$ cat src/hdl/rpt_pkg.sv
// ----------------------------------------------------------------------------
// rpt_pkg: shared types and constants of the pattern tokenizer
// token codes, lexing modes, halt codes, character codes and queue sizing
// ----------------------------------------------------------------------------
`default_nettype none

package rpt_pkg;

  // token codes
  typedef enum logic [4:0] {
    K_LPAREN   = 5'd0,
    K_RPAREN   = 5'd1,
    K_LBRACKET = 5'd2,
    K_RBRACKET = 5'd3,
    K_LBRACE   = 5'd4,
    K_RBRACE   = 5'd5,
    K_STAR     = 5'd6,
    K_PLUS     = 5'd7,
    K_QUESTION = 5'd8,
    K_COMMA    = 5'd9,
    K_UNION    = 5'd10,
    K_MINUS    = 5'd11,
    K_END      = 5'd12,
    K_ESC      = 5'd13,
    K_CLASS    = 5'd14,
    K_SYMBOL   = 5'd15,
    K_NUMBER   = 5'd16
  } kind_t;

  // lexing modes
  typedef enum logic [1:0] {
    MODE_GEN   = 2'd0,
    MODE_CLASS = 2'd1,
    MODE_RANGE = 2'd2
  } mode_t;

  // run state: running, ended, stopped by an error
  typedef enum logic [1:0] {
    HALT_RUN    = 2'd0,
    HALT_END    = 2'd1,
    HALT_BADTOK = 2'd2,
    HALT_BADSYM = 2'd3
  } halt_t;

  // status reported with each token
  typedef enum logic [1:0] {
    ST_OK     = 2'd0,
    ST_WARN   = 2'd1,
    ST_BADTOK = 2'd2,
    ST_BADSYM = 2'd3
  } status_t;

  // configuration register indexes
  localparam logic [1:0] CFG_IGNORE_BAD_ESC = 2'd0;
  localparam logic [1:0] CFG_STRAY_AS_ESC   = 2'd1;
  localparam logic [1:0] CFG_SKIP_NONPRINT  = 2'd2;

  // class codes
  localparam logic [7:0] CLS_SPACE = 8'd0;
  localparam logic [7:0] CLS_DIGIT = 8'd1;
  localparam logic [7:0] CLS_WORD  = 8'd2;

  // character codes
  localparam logic [7:0] CH_NUL       = 8'h00;
  localparam logic [7:0] CH_TAB       = 8'h09;
  localparam logic [7:0] CH_NEWLINE   = 8'h0A;
  localparam logic [7:0] CH_PRINT_LO  = 8'h20;
  localparam logic [7:0] CH_PRINT_HI  = 8'h7E;
  localparam logic [7:0] CH_LPAREN    = 8'h28;
  localparam logic [7:0] CH_RPAREN    = 8'h29;
  localparam logic [7:0] CH_STAR      = 8'h2A;
  localparam logic [7:0] CH_PLUS      = 8'h2B;
  localparam logic [7:0] CH_COMMA     = 8'h2C;
  localparam logic [7:0] CH_MINUS     = 8'h2D;
  localparam logic [7:0] CH_ZERO      = 8'h30;
  localparam logic [7:0] CH_NINE      = 8'h39;
  localparam logic [7:0] CH_QUESTION  = 8'h3F;
  localparam logic [7:0] CH_LBRACKET  = 8'h5B;
  localparam logic [7:0] CH_BACKSLASH = 8'h5C;
  localparam logic [7:0] CH_RBRACKET  = 8'h5D;
  localparam logic [7:0] CH_LOWER_D   = 8'h64;
  localparam logic [7:0] CH_LOWER_N   = 8'h6E;
  localparam logic [7:0] CH_LOWER_S   = 8'h73;
  localparam logic [7:0] CH_LOWER_T   = 8'h74;
  localparam logic [7:0] CH_LOWER_W   = 8'h77;
  localparam logic [7:0] CH_LBRACE    = 8'h7B;
  localparam logic [7:0] CH_BAR       = 8'h7C;
  localparam logic [7:0] CH_RBRACE    = 8'h7D;

  // queue between front and back
  localparam int QDEPTH = 4;
  localparam int QPTR_W = 2;
  localparam int QCNT_W = 3;

  typedef struct packed {
    kind_t       kind;
    logic [7:0]  sym;
    logic [15:0] num;
    logic [15:0] bpos;
    logic [15:0] epos;
    status_t     status;
  } token_t;

  // tokens caused by one byte
  typedef struct packed {
    logic   two;
    token_t tok0;
    token_t tok1;
  } packet_t;

endpackage

`default_nettype wire

$ cat src/hdl/regex_pattern_tokenizer_unit.sv
// ----------------------------------------------------------------------------
// regex_pattern_tokenizer_unit: regular expression pattern lexer
// turns a stream of pattern bytes into tokens with begin and end positions
// ----------------------------------------------------------------------------
// a byte's first token reaches the output through the packet queue and the output register
// throughput: one byte per cycle unless the queue is full; a byte with two tokens holds
//   the output for both, and the four-entry packet queue absorbs the difference
// reset (rst, synchronous): general mode, positions, number, warning and
//   halt state cleared, configuration registers zero, queue and output empty
`default_nettype none

module regex_pattern_tokenizer_unit #(
  parameter int POS_WIDTH = 16,
  parameter int NUM_WIDTH = 16
) (
  input  wire logic        clk,
  input  wire logic        rst,

  // pattern byte channel
  input  wire logic        char_valid,
  output logic             char_stall,
  input  wire logic [7:0]  char_code,

  // configuration write channel
  input  wire logic        cfg_valid,
  output logic             cfg_ready,
  input  wire logic [1:0]  cfg_index,
  input  wire logic        cfg_data,

  // token channel
  output logic             token_valid,
  input  wire logic        token_stall,
  output logic [4:0]       token_kind,
  output logic [7:0]       symbol_value,
  output logic [15:0]      number_value,
  output logic [15:0]      begin_pos,
  output logic [15:0]      end_pos,
  output logic [1:0]       lex_status,
  output logic             last_of_run
);

  // front to queue
  logic              push;
  rpt_pkg::packet_t  push_pkt;
  logic              q_full;

  // queue to back
  rpt_pkg::packet_t  head;
  logic              q_nonempty;
  logic              pop;

  rpt_pkg::token_t   token;

  // front: holds the lexing state and the configuration bits, decodes each
  // byte combinationally and pushes a packet of zero, one or two tokens;
  // it stalls the byte channel only when the queue is full
  rpt_front #(
    .POS_WIDTH (POS_WIDTH),
    .NUM_WIDTH (NUM_WIDTH)
  ) u_front (
    .clk        (clk),
    .rst        (rst),
    .char_valid (char_valid),
    .char_stall (char_stall),
    .char_code  (char_code),
    .cfg_valid  (cfg_valid),
    .cfg_ready  (cfg_ready),
    .cfg_index  (cfg_index),
    .cfg_data   (cfg_data),
    .q_full     (q_full),
    .push       (push),
    .push_pkt   (push_pkt)
  );

  // queue: decouples byte acceptance from token delivery
  rpt_queue u_queue (
    .clk      (clk),
    .rst      (rst),
    .push     (push),
    .push_pkt (push_pkt),
    .pop      (pop),
    .head     (head),
    .full     (q_full),
    .nonempty (q_nonempty)
  );

  // back: registered output, one token transaction per cycle while the receiver
  // does not stall, marks the final token of each byte
  rpt_back u_back (
    .clk         (clk),
    .rst         (rst),
    .head        (head),
    .nonempty    (q_nonempty),
    .pop         (pop),
    .token_valid (token_valid),
    .token_stall (token_stall),
    .token       (token),
    .last        (last_of_run)
  );

  assign token_kind   = token.kind;
  assign symbol_value = token.sym;
  assign number_value = token.num;
  assign begin_pos    = token.bpos;
  assign end_pos      = token.epos;
  assign lex_status   = token.status;

endmodule

`default_nettype wire

$ cat src/hdl/rpt_front.sv
// ----------------------------------------------------------------------------
// rpt_front: lexer front end
// takes one byte per cycle unless the queue is full, keeps lexing state and builds token packets
// ----------------------------------------------------------------------------
`default_nettype none

module rpt_front #(
  parameter int POS_WIDTH = 16,
  parameter int NUM_WIDTH = 16
) (
  input  wire logic             clk,
  input  wire logic             rst,
  input  wire logic             char_valid,
  output logic                  char_stall,
  input  wire logic [7:0]       char_code,
  input  wire logic             cfg_valid,
  output logic                  cfg_ready,
  input  wire logic [1:0]       cfg_index,
  input  wire logic             cfg_data,
  input  wire logic             q_full,
  output logic                  push,
  output rpt_pkg::packet_t      push_pkt
);

  localparam logic [NUM_WIDTH-1:0] NUM_MAX = {NUM_WIDTH{1'b1}};

  // configuration
  logic ignore_bad_escape;
  logic stray_closer_as_escaped;
  logic skip_nonprintable;

  // lexing state
  rpt_pkg::mode_t         lex_mode, lex_mode_next;
  logic                   escape_pending, escape_pending_next;
  logic                   number_active, number_active_next;
  logic [NUM_WIDTH-1:0]   number_accum, number_accum_next;
  logic [POS_WIDTH-1:0]   token_start, token_start_next;
  logic [POS_WIDTH-1:0]   byte_position;
  logic                   warning_seen, warning_seen_next;
  rpt_pkg::halt_t         halted, halted_next;

  logic                   accept;
  logic                   run;
  logic [POS_WIDTH-1:0]   pos_end;
  logic [15:0]            p16, e16, s16;
  logic                   in_class;

  // plain lexing of the byte
  logic                   pl_v;
  rpt_pkg::kind_t         pl_kind;
  logic [7:0]             pl_sym;
  rpt_pkg::mode_t         pl_mode;
  logic                   pl_esc;
  logic                   pl_warn;
  rpt_pkg::halt_t         pl_halt;
  logic                   pl_stray;

  // escape lookup
  logic                   esc_known;
  rpt_pkg::kind_t         esc_kind;
  logic [7:0]             esc_val;

  // number arithmetic
  logic                   is_digit;
  logic [3:0]             digit;
  logic [NUM_WIDTH+3:0]   acc_times_ten;

  logic                   num_v;
  rpt_pkg::token_t        num_tok;
  logic                   main_v;
  rpt_pkg::token_t        main_tok;

  function automatic logic [15:0] to16(input logic [POS_WIDTH-1:0] v);
    logic [31:0] w;
    w = 32'(v);
    return w[15:0];
  endfunction

  function automatic logic [15:0] num16(input logic [NUM_WIDTH-1:0] v);
    logic [31:0] w;
    w = 32'(v);
    return w[15:0];
  endfunction

  assign accept     = char_valid && !char_stall;
  assign char_stall = q_full;
  assign cfg_ready  = 1'b1;
  assign run        = accept && (halted == rpt_pkg::HALT_RUN);
  assign pos_end    = byte_position + POS_WIDTH'(1);
  assign p16        = to16(byte_position);
  assign e16        = to16(pos_end);
  assign s16        = to16(token_start);
  assign in_class   = (lex_mode == rpt_pkg::MODE_CLASS);

  always_ff @(posedge clk) begin
    if (rst) begin
      ignore_bad_escape       <= 1'b0;
      stray_closer_as_escaped <= 1'b0;
      skip_nonprintable       <= 1'b0;
    end else if (cfg_valid && cfg_ready) begin
      unique case (cfg_index)
        rpt_pkg::CFG_IGNORE_BAD_ESC: ignore_bad_escape       <= cfg_data;
        rpt_pkg::CFG_STRAY_AS_ESC:   stray_closer_as_escaped <= cfg_data;
        rpt_pkg::CFG_SKIP_NONPRINT:  skip_nonprintable       <= cfg_data;
        default: ;
      endcase
    end
  end

  // plain lexing, shared by general and class modes and the range fallback
  always_comb begin
    pl_v     = 1'b0;
    pl_kind  = rpt_pkg::K_SYMBOL;
    pl_sym   = 8'd0;
    pl_mode  = (lex_mode == rpt_pkg::MODE_RANGE) ? rpt_pkg::MODE_GEN : lex_mode;
    pl_esc   = 1'b0;
    pl_warn  = 1'b0;
    pl_halt  = rpt_pkg::HALT_RUN;
    pl_stray = 1'b0;
    if (char_code == rpt_pkg::CH_NUL) begin
      pl_v    = 1'b1;
      pl_kind = rpt_pkg::K_END;
      pl_mode = rpt_pkg::MODE_GEN;
      pl_halt = rpt_pkg::HALT_END;
    end else if (char_code == rpt_pkg::CH_BACKSLASH) begin
      pl_esc = 1'b1;
    end else if (char_code < rpt_pkg::CH_PRINT_LO || char_code > rpt_pkg::CH_PRINT_HI) begin
      if (skip_nonprintable) begin
        pl_warn = 1'b1;
      end else begin
        pl_v    = 1'b1;
        pl_kind = rpt_pkg::K_END;
        pl_halt = rpt_pkg::HALT_BADSYM;
      end
    end else begin
      pl_v = 1'b1;
      unique case (char_code)
        rpt_pkg::CH_STAR:     pl_kind = rpt_pkg::K_STAR;
        rpt_pkg::CH_PLUS:     pl_kind = rpt_pkg::K_PLUS;
        rpt_pkg::CH_QUESTION: pl_kind = rpt_pkg::K_QUESTION;
        rpt_pkg::CH_BAR:      pl_kind = rpt_pkg::K_UNION;
        rpt_pkg::CH_LPAREN:   pl_kind = rpt_pkg::K_LPAREN;
        rpt_pkg::CH_MINUS: begin
          if (in_class) begin
            pl_kind = rpt_pkg::K_MINUS;
          end else begin
            pl_sym = char_code;
          end
        end
        rpt_pkg::CH_LBRACKET: begin
          pl_kind = rpt_pkg::K_LBRACKET;
          if (!in_class) begin
            pl_mode = rpt_pkg::MODE_CLASS;
          end
        end
        rpt_pkg::CH_RBRACKET: begin
          pl_kind = rpt_pkg::K_RBRACKET;
          if (in_class) begin
            pl_mode = rpt_pkg::MODE_GEN;
          end else begin
            pl_stray = 1'b1;
          end
        end
        rpt_pkg::CH_RPAREN: begin
          pl_kind  = rpt_pkg::K_RPAREN;
          pl_stray = in_class;
        end
        rpt_pkg::CH_LBRACE: begin
          pl_kind = rpt_pkg::K_LBRACE;
          if (in_class) begin
            pl_stray = 1'b1;
          end else begin
            pl_mode = rpt_pkg::MODE_RANGE;
          end
        end
        rpt_pkg::CH_RBRACE: begin
          pl_kind  = rpt_pkg::K_RBRACE;
          pl_stray = 1'b1;
        end
        default: pl_sym = char_code;
      endcase
      if (pl_stray && stray_closer_as_escaped) begin
        pl_kind = rpt_pkg::K_ESC;
        pl_sym  = char_code;
        pl_warn = 1'b1;
      end
    end
  end

  // escape table
  always_comb begin
    esc_known = 1'b1;
    esc_kind  = rpt_pkg::K_ESC;
    esc_val   = char_code;
    unique case (char_code)
      rpt_pkg::CH_BACKSLASH, rpt_pkg::CH_LBRACKET, rpt_pkg::CH_RBRACKET,
      rpt_pkg::CH_LPAREN, rpt_pkg::CH_RPAREN, rpt_pkg::CH_LBRACE,
      rpt_pkg::CH_RBRACE, rpt_pkg::CH_STAR, rpt_pkg::CH_PLUS,
      rpt_pkg::CH_QUESTION, rpt_pkg::CH_BAR: ;
      rpt_pkg::CH_LOWER_T: esc_val = rpt_pkg::CH_TAB;
      rpt_pkg::CH_LOWER_N: esc_val = rpt_pkg::CH_NEWLINE;
      rpt_pkg::CH_MINUS:   esc_known = in_class;
      rpt_pkg::CH_LOWER_S: begin
        esc_kind = rpt_pkg::K_CLASS;
        esc_val  = rpt_pkg::CLS_SPACE;
      end
      rpt_pkg::CH_LOWER_D: begin
        esc_kind = rpt_pkg::K_CLASS;
        esc_val  = rpt_pkg::CLS_DIGIT;
      end
      rpt_pkg::CH_LOWER_W: begin
        esc_kind = rpt_pkg::K_CLASS;
        esc_val  = rpt_pkg::CLS_WORD;
      end
      default: esc_known = 1'b0;
    endcase
  end

  // decimal accumulation: acc * 10 + digit as two shifts and two adds
  assign is_digit      = (char_code >= rpt_pkg::CH_ZERO) && (char_code <= rpt_pkg::CH_NINE);
  assign digit         = 4'(char_code - rpt_pkg::CH_ZERO);
  assign acc_times_ten = ((NUM_WIDTH+4)'(number_accum) << 3)
                       + ((NUM_WIDTH+4)'(number_accum) << 1)
                       + (NUM_WIDTH+4)'(digit);

  always_comb begin
    lex_mode_next       = lex_mode;
    escape_pending_next = escape_pending;
    number_active_next  = number_active;
    number_accum_next   = number_accum;
    token_start_next    = token_start;
    warning_seen_next   = warning_seen;
    halted_next         = halted;
    num_v               = 1'b0;
    num_tok             = '{kind: rpt_pkg::K_NUMBER, sym: 8'd0, num: num16(number_accum),
                            bpos: s16, epos: p16,
                            status: warning_seen ? rpt_pkg::ST_WARN : rpt_pkg::ST_OK};
    main_v              = 1'b0;
    main_tok            = '{kind: pl_kind, sym: pl_sym, num: 16'd0, bpos: p16, epos: e16,
                            status: rpt_pkg::ST_OK};

    if (escape_pending) begin
      escape_pending_next = 1'b0;
      if (char_code == rpt_pkg::CH_NUL) begin
        main_v        = 1'b1;
        main_tok.kind = rpt_pkg::K_END;
        main_tok.sym  = 8'd0;
        if (ignore_bad_escape) begin
          warning_seen_next = 1'b1;
          lex_mode_next     = rpt_pkg::MODE_GEN;
          halted_next       = rpt_pkg::HALT_END;
          main_tok.status   = rpt_pkg::ST_WARN;
        end else begin
          halted_next     = rpt_pkg::HALT_BADTOK;
          main_tok.bpos   = s16;
          main_tok.epos   = p16;
          main_tok.status = rpt_pkg::ST_BADTOK;
        end
      end else if (esc_known) begin
        main_v          = 1'b1;
        main_tok.kind   = esc_kind;
        main_tok.sym    = esc_val;
        main_tok.bpos   = s16;
        main_tok.status = warning_seen ? rpt_pkg::ST_WARN : rpt_pkg::ST_OK;
      end else if (ignore_bad_escape) begin
        warning_seen_next = 1'b1;
      end else begin
        main_v          = 1'b1;
        main_tok.kind   = rpt_pkg::K_END;
        main_tok.sym    = 8'd0;
        main_tok.bpos   = s16;
        main_tok.status = rpt_pkg::ST_BADTOK;
        halted_next     = rpt_pkg::HALT_BADTOK;
      end
    end else if (lex_mode == rpt_pkg::MODE_RANGE && is_digit) begin
      number_active_next = 1'b1;
      if (!number_active) begin
        token_start_next  = byte_position;
        number_accum_next = NUM_WIDTH'(digit);
      end else if (|acc_times_ten[NUM_WIDTH+3:NUM_WIDTH]) begin
        number_accum_next = NUM_MAX;
      end else begin
        number_accum_next = acc_times_ten[NUM_WIDTH-1:0];
      end
    end else begin
      if (lex_mode == rpt_pkg::MODE_RANGE) begin
        // a number closes at the first non-digit byte
        num_v              = number_active;
        number_active_next = 1'b0;
        number_accum_next  = '0;
      end
      if (lex_mode == rpt_pkg::MODE_RANGE && char_code == rpt_pkg::CH_RBRACE) begin
        main_v          = 1'b1;
        main_tok.kind   = rpt_pkg::K_RBRACE;
        main_tok.sym    = 8'd0;
        main_tok.status = warning_seen ? rpt_pkg::ST_WARN : rpt_pkg::ST_OK;
        lex_mode_next   = rpt_pkg::MODE_GEN;
      end else if (lex_mode == rpt_pkg::MODE_RANGE && char_code == rpt_pkg::CH_COMMA) begin
        main_v          = 1'b1;
        main_tok.kind   = rpt_pkg::K_COMMA;
        main_tok.sym    = 8'd0;
        main_tok.status = warning_seen ? rpt_pkg::ST_WARN : rpt_pkg::ST_OK;
      end else begin
        main_v            = pl_v;
        lex_mode_next     = pl_mode;
        warning_seen_next = warning_seen | pl_warn;
        halted_next       = pl_halt;
        if (pl_esc) begin
          escape_pending_next = 1'b1;
          token_start_next    = byte_position;
        end
        if (pl_halt == rpt_pkg::HALT_BADSYM) begin
          main_tok.status = rpt_pkg::ST_BADSYM;
        end else begin
          main_tok.status = (warning_seen | pl_warn) ? rpt_pkg::ST_WARN : rpt_pkg::ST_OK;
        end
      end
    end
  end

  always_comb begin
    push          = run && (num_v || main_v);
    push_pkt.two  = num_v && main_v;
    push_pkt.tok0 = num_v ? num_tok : main_tok;
    push_pkt.tok1 = main_tok;
  end

  always_ff @(posedge clk) begin
    if (rst) begin
      lex_mode       <= rpt_pkg::MODE_GEN;
      escape_pending <= 1'b0;
      number_active  <= 1'b0;
      number_accum   <= '0;
      token_start    <= '0;
      byte_position  <= '0;
      warning_seen   <= 1'b0;
      halted         <= rpt_pkg::HALT_RUN;
    end else if (run) begin
      lex_mode       <= lex_mode_next;
      escape_pending <= escape_pending_next;
      number_active  <= number_active_next;
      number_accum   <= number_accum_next;
      token_start    <= token_start_next;
      byte_position  <= pos_end;
      warning_seen   <= warning_seen_next;
      halted         <= halted_next;
    end
  end

endmodule

`default_nettype wire

$ cat src/hdl/rpt_queue.sv
// ----------------------------------------------------------------------------
// rpt_queue: token packet queue
// small first-in first-out store between the lexer front and the back end
// ----------------------------------------------------------------------------
`default_nettype none

module rpt_queue (
  input  wire logic              clk,
  input  wire logic              rst,
  input  wire logic              push,
  input  wire rpt_pkg::packet_t  push_pkt,
  input  wire logic              pop,
  output rpt_pkg::packet_t       head,
  output logic                   full,
  output logic                   nonempty
);

  rpt_pkg::packet_t                entry [rpt_pkg::QDEPTH];
  logic [rpt_pkg::QPTR_W-1:0]      wr_ptr;
  logic [rpt_pkg::QPTR_W-1:0]      rd_ptr;
  logic [rpt_pkg::QCNT_W-1:0]      count;

  assign full     = (count == rpt_pkg::QCNT_W'(rpt_pkg::QDEPTH));
  assign nonempty = (count != '0);
  assign head     = entry[rd_ptr];

  always_ff @(posedge clk) begin
    if (push) begin
      entry[wr_ptr] <= push_pkt;
    end
  end

  always_ff @(posedge clk) begin
    if (rst) begin
      wr_ptr <= '0;
      rd_ptr <= '0;
      count  <= '0;
    end else begin
      if (push) begin
        wr_ptr <= wr_ptr + rpt_pkg::QPTR_W'(1);
      end
      if (pop) begin
        rd_ptr <= rd_ptr + rpt_pkg::QPTR_W'(1);
      end
      if (push && !pop) begin
        count <= count + rpt_pkg::QCNT_W'(1);
      end else if (pop && !push) begin
        count <= count - rpt_pkg::QCNT_W'(1);
      end
    end
  end

`ifndef SYNTHESIS
  a_no_overflow: assert property (@(posedge clk) disable iff (rst)
    count <= rpt_pkg::QCNT_W'(rpt_pkg::QDEPTH))
    else $error("queue count beyond depth");

  a_no_push_full: assert property (@(posedge clk) disable iff (rst)
    full |-> !push)
    else $error("push into full queue");

  a_no_pop_empty: assert property (@(posedge clk) disable iff (rst)
    !nonempty |-> !pop)
    else $error("pop from empty queue");

  a_count_tracks: assert property (@(posedge clk) disable iff (rst)
    (push && !pop) |=> (count == $past(count) + rpt_pkg::QCNT_W'(1)))
    else $error("count did not follow push");
`endif

endmodule

`default_nettype wire

$ cat src/hdl/rpt_back.sv
// ----------------------------------------------------------------------------
// rpt_back: token output stage
// unpacks queued packets into single token transactions on the output
// ----------------------------------------------------------------------------
`default_nettype none

module rpt_back (
  input  wire logic              clk,
  input  wire logic              rst,
  input  wire rpt_pkg::packet_t  head,
  input  wire logic              nonempty,
  output logic                   pop,
  output logic                   token_valid,
  input  wire logic              token_stall,
  output rpt_pkg::token_t        token,
  output logic                   last
);

  rpt_pkg::packet_t cur;
  logic             cur_valid;
  logic             phase;
  logic             fire;
  logic             more;

  assign fire        = cur_valid && !token_stall;
  assign more        = !phase && cur.two;
  assign pop         = nonempty && (!cur_valid || (fire && !more));
  assign token_valid = cur_valid;
  assign token       = phase ? cur.tok1 : cur.tok0;
  assign last        = phase || !cur.two;

  always_ff @(posedge clk) begin
    if (pop) begin
      cur <= head;
    end
  end

  always_ff @(posedge clk) begin
    if (rst) begin
      cur_valid <= 1'b0;
      phase     <= 1'b0;
    end else if (pop) begin
      cur_valid <= 1'b1;
      phase     <= 1'b0;
    end else if (fire) begin
      if (more) begin
        phase <= 1'b1;
      end else begin
        cur_valid <= 1'b0;
        phase     <= 1'b0;
      end
    end
  end

endmodule

`default_nettype wire

$ cat config.mk
export PLATFORM = sky130hd
export DESIGN_NAME = regex_pattern_tokenizer_unit
export DESIGN_NICKNAME = d
export VERILOG_FILES = /design/src/hdl/rpt_pkg.sv /design/src/hdl/regex_pattern_tokenizer_unit.sv /design/src/hdl/rpt_front.sv /design/src/hdl/rpt_queue.sv /design/src/hdl/rpt_back.sv
export SDC_FILE = /design/constraint.sdc
export NUM_CORES = 1
export LEC_CHECK = 0
export BUFFER_PORTS_ARGS = -buffer_cell sky130_fd_sc_hd__buf_2
export CAP_MARGIN = 20
export CORE_ASPECT_RATIO = 1.25
export CORE_UTILIZATION = 36
export CTS_BUF_LIST = sky130_fd_sc_hd__clkbuf_4 sky130_fd_sc_hd__clkbuf_8
export DETAILED_ROUTE_END_ITERATION = 8
export PLACE_DENSITY = 0.62
export SLEW_MARGIN = 15
export SYNTH_ARGS = -nofsm -noshare
export SYNTH_HDL_FRONTEND = slang
export SYNTH_SLANG_ARGS = --single-unit
$ cat constraint.sdc
create_clock -name clk -period 8.79 [get_ports clk]
set_input_delay 2.637 -clock clk [delete_from_list [all_inputs] [get_ports clk]]
set_output_delay 2.637 -clock clk [all_outputs]
set_load 0.005 [all_outputs]
# Word level (Yosys, flattened, before mapping)
# Memories as Yosys holds them, arrays and structs flattened. A register that Yosys moved wholly into a read port is not among the register bits.
# Cells that the tools add are included.
# Widths: inputs -> output; s select.
# op_classes
n_eq_ne,36
n_addsub,8
mux,125
n_reduce_logical,49
order_cmp,4
bitwise,2
# op_table
operator,n
$mux 16,13
$mux 63,2
$mux 13,7
$eq 8x7->1 const B,11
$mux 2,35
$mux 32,2
$eq 8x6->1 const B,7
$pmux 5 s11,1
$mux 1,48
$mux 8,5
$pmux 8 s5,1
$add 19x17->20,1
$add 20x4->20,1
$mux 5,4
$add 16x1->16 const B,1
$pmux 8 s2,1
$reduce_or 16->1,1
$logic_and 1x1->1,15
$ne 2x1->1 const B,6
$reduce_and 6->1,2
$reduce_and 5->1,2
$reduce_or 10->1,1
$mux 3,3
$ge 8x6->1 const B,1
29 further kinds,53
# word_totals
word_cells,242
memories,1
ram_bits,444
ff_bits,83
output_inout_bits,67
input_bits,16
# mem_list
name,words,width,rd,rd_clocked_by_memory_dff,wr,line_no,source
u_queue.entry,4,111,1,1,1,rpt_queue.sv:18,rpt_pkg::packet_t entry [rpt_pkg::QDEPTH];

# Logic depth before layout (Yosys ltp)
# logic_depth
word_depth,19
depth_mapped,13
depth_no_buf,11

# Cells and area by module
# A second synthesis with hierarchy kept.
# unflattened
cells_unflattened,1660
area_unflattened_um2,29393.2
# modules_own_cells
mod,cells_each,seq_area_each_um2,n_inst,area_each_um2
rpt_queue,707,15434.8,1,18724.2
rpt_front,744,1161.1,1,5694.2
rpt_back,209,3853.7,1,4974.8

# Worst setup path after synthesis
# Ideal clock, no wire load.
# synth_path
kind,input to register
start,in char_code[2]
end,mem u_queue.entry[0][0] (netlist name) (enable)
required_time_ns,8.308
stages,7
setup_ns,0.482
path_buffers,1
arrival_time_ns,6.700
slack_ns,1.609
path_cell_list,buf_2 > and4_1 > a311oi_4 > o21ai_1 > and3b_1 > a211oi_4 > and2_1
# synth_via
elab_chain_cells,13
word_cells_on_any_way,45
classes_between,4 x order compare; 18 x eq/ne; 14 x mux; 9 x reduce/logical
# synth_lines
item,line_no,source
start: declaration,regex_pattern_tokenizer_unit.sv:22,"input wire logic [7:0] char_code,"
$lt 8x6->1 or $gt 8x7->1 (tied branches),rpt_front.sv:127,end else if (char_code < rpt_pkg::CH_PRINT_LO || char_code > rpt_pkg::CH_PRINT_HI) begin
$logic_or 1x1->1,rpt_front.sv:127,
$mux 1,rpt_front.sv:127,
$mux 1,rpt_front.sv:125,end else if (char_code == rpt_pkg::CH_BACKSLASH) begin
$mux 1,rpt_front.sv:120,if (char_code == rpt_pkg::CH_NUL) begin
$mux 1,rpt_front.sv:298,end else if (lex_mode == rpt_pkg::MODE_RANGE && char_code == rpt_pkg::CH_COMMA) begin
$mux 1,rpt_front.sv:292,if (lex_mode == rpt_pkg::MODE_RANGE && char_code == rpt_pkg::CH_RBRACE) begin
$mux 1,rpt_front.sv:275,end else if (lex_mode == rpt_pkg::MODE_RANGE && is_digit) begin
$mux 1,rpt_front.sv:242,if (escape_pending) begin
$logic_or 1x1->1 *,rpt_front.sv:322,push = run && (num_v || main_v);
$logic_and 1x1->1 *,rpt_front.sv:322,
net push,regex_pattern_tokenizer_unit.sv:43,logic push;
$mux 1 *,rpt_queue.sv:28,if (push) begin
$mux 1 (not written as such) *,rpt_queue.sv:29,entry[wr_ptr] <= push_pkt;
end: declaration,rpt_queue.sv:18,
# Mark *: on every way through the listed nets, which the timed path passes. The rest lies on a longest branch.

# Final worst setup path
# layout_path
start,in char_code[0]
end,mem u_queue.entry[0][40] (netlist name) (enable)
# Same word-level chain as after synthesis.

==> run metrics <==
CTS tree yes; CP Data Arrival Time approximately 5.9 ns; Setup Fix Bufs, Post-CTS 0; number of vias per cell between 5 and 6; HP Class flop to flop; fraction of the yosys area taken by sequential cells 0.6905; Layout Skew 0.02781 ns; status completed; period utilization 0.6423; Final HPWL DP around 34 mm; synth unique cells between 80 and 90; Max Clk Rate 177.1 MHz; max cap viols 0; Port Buffers 81; Initial Utilization 0.3646; # rows roughly 110; Core Box Area 70920 um^2; syn_area_per_cell 16.86 um^2; Post-DP Area about 27000 um^2; Syn-to-layout area delta 12.38%; critical path capture point type flop; total track usage 0.1505; Min Clock Period, post-route between 5 and 6 ns; Final Max Slew Viols 0; vias post-DR about 13k; sequential standard cell area roughly 18000 um^2; largest net degree at the start of global routing 69; Clock Sinks 617; kind of critical path input pin to flop; CP max FO 64; post-cts resize count 0; Slew headroom 0.2930; DIE HEIGHT around 300 um; number of synthesized flops with an enable pin 550; H-tree Lvls 3; worst skew pair latency 0.65 ns; initial antenna violation count 1; RSZ-0062 raised after global routing no; Max clock buf depth 3; hold slack final about 0.47 ns; Final WS setup ~3.1 ns; vias in the first global route between 10k and 15k; endpoints failing setup 0; remaining global-route overflow 0; Worst-Margin Slew roughly 1.1 ns; ys flop type edfxtp_1; I/O pins 83; PD cells about 270 nW/um^2; initial DRC count between 700 and 800; Hold Fails Final Rpt 0; mapped cell area about 26000 um^2; startpoint types input pin; Async SR Flop Fraction 0; Fin Setup TNS 0 ns; Multi-input gate area between 7000 and 8000 um^2; first-pass GRT wire length between 80 and 90 mm; gpl congestion approximately 0.83; Pleak ~9.8 nW; Mapped Cells ~1.5k; total CTS buffers just under 90; Detail Route Antenna Nets 0; drt pass-1 iters 5; Hold-fix buffers, CTS 0; share of cells above drive strength 1 0.2685; Place WS 2.520 ns; CTS clk-pin slew, worst paths roughly 0.060 ns; FF+latch count, synth 617; number of fill cells roughly 6.4k; Final Instance Area 29060 um^2; DRC 0; Synth warnings 0; nets roughly 1.7k; root buffer cell clkbuf_8; Max VDD drop about 0.13 mV; die width between 200 and 250 um; Required @ worst endpoint slightly above 9 ns; final wirelength approximately 54 mm; wire per inst around 20 um; Die ar. about 73000 um^2
[worst paths after layout]
kind	startpoint	to	slack [ns]	depth (start not counted)
worst min-delay path	u_front.warning_seen$_SDFFE_PP0P_	u_front.warning_seen$_SDFFE_PP0P_	0.47	2
worst max-delay path	char_code[0]	u_queue.entry[0][40]$_DFFE_PP_	3.14	8
worst min register to register	u_front.warning_seen$_SDFFE_PP0P_	u_front.warning_seen$_SDFFE_PP0P_	0.47	2
worst max register to register	u_front.number_accum[2]$_SDFFE_PP0P_	u_front.number_accum[4]$_SDFFE_PP0P_	5.06	9
[per-stage QoR]
stage | total power [mW] | cells | utilization
after CTS | 7.874 | 2649 | 0.4097
after global routing | 8.105 | 2650 | 0.4098
after floorplan | 5.008 | 1541 | -
after global placement | 5.563 | 2484 | 0.3840
final | 7.734 | 2650 | 0.4098
after detailed placement | 5.606 | 2485 | 0.3843
[power breakdown]
| group | switching (mW) | leakage, nW | internal (mW) |
|---|---|---|---|
| logic | 0.777 | 2.97 | 0.668 |
| clock network | 1.05 | 0.954 | 1.22 |
| registers | 0.191 | 5.87 | 3.84 |
| total | 2.02 | 9.80 | 5.72 |
[sequential cells by signal (all words and copies together) (netlist names), 2 cells and up]
register	flops
u_queue.rd_ptr	2
u_front.lex_mode	2
u_front.number_accum	16
u_front.halted	2
u_queue.entry	440
u_front.byte_position	16
u_queue.wr_ptr	2
u_queue.count	3
u_back.cur	110
u_front.s16	16
[cells in the final DEF, fill, tap and decap left out, types with 37 or more instances in the layout]
cell type | netlist | final
a21oi_1 | 48 | 48
nor2_1 | 87 | 87
nand2_1 | 72 | 72
dfxtp_1 | 67 | 64
mux4_2 | 110 | 110
clkbuf_8 | 0 | 94
ha_1 | 37 | 37
edfxtp_1 | 550 | 550
clkbuf_4 | 0 | 37
buf_2 | 11 | 81
mux2_2 | 72 | 72
[worst max-delay path, cell delays in order]
cell and delay, ns:
buf_2 0.22, nor3_1 0.48, nand3_1 0.37, nand3b_1 0.26
and3b_1 0.25, a211oi_4 0.41, and2_4 0.71, buf_12 0.37
[area by class of cell]
cell class / instances / share of cell area
clock inverter: 33 / 0.008094
timing repair buffer: 97 / 0.02024
tap: 943 / 0.04060
sequential: 617 / 0.6149
multi-input combinational: 808 / 0.2594
clock buffer: 131 / 0.05408
inverter: 20 / 0.002669
antenna: 1 / 0.00008611
[synth_stat cells, types with 4 or more instances]
cell        n  area, um^2
nor3b_1     5       37.54
o21ai_0    23       115.1
nand2_1    72       270.3
mux2i_1    24       240.2
a21oi_1    48       240.2
clkbuf_1   51       191.4
xnor2_1    33       289.0
nand2b_1    8       50.05
nor2b_1    26       162.7
a211o_1     6       52.55
dfxtp_1    67        1341
o21a_1      4       30.03
nor3_1     11       55.05
mux2_2     72       810.8
buf_4       6       45.04
ha_1       37       462.9
a211oi_1    9       67.56
buf_2      11       55.05
buf_6       4       45.04
o22ai_1     6       37.54
nor2_1     87       326.6
a221oi_1   12       105.1
mux2_1     10       112.6
mux4_2    110        2477
nand3b_1    6       45.04
edfxtp_1  550       16520
nand3_1    19       95.09
or3_1       7       43.79
inv_1      19       71.32
and3_1     10       62.56
o211ai_1    5       37.54
a21o_1      4       30.03
buf_1      23       86.33
a31oi_1     8       50.05
and2_1     29       181.4
nand4_1    18       112.6
xor2_1     24       210.2
[logic make-up after synthesis]
kind of cell,count (synthesis),share of synthesized area
flip-flops,617,0.6905
AND/OR/NAND/NOR,323,0.06513
multiplexers,216,0.1408
AO/OA/AOI/OAI,163,0.04389
buffers and inverters,116,0.01984
XOR/XNOR,57,0.01931
adder cells (fa/ha/maj),40,0.02022
other,2,0.0002904
[per-layer routing]
layer,track usage,vias to the layer above,wire length [um]
met5,0,-,0
met4,0.04928,0,1215
met3,0.02020,83,2134
met2,0.2739,340,28790
met1,0.1838,6858,22320
li1,-,6215,-
Note: power is estimated with default switching activity, not from simulation.
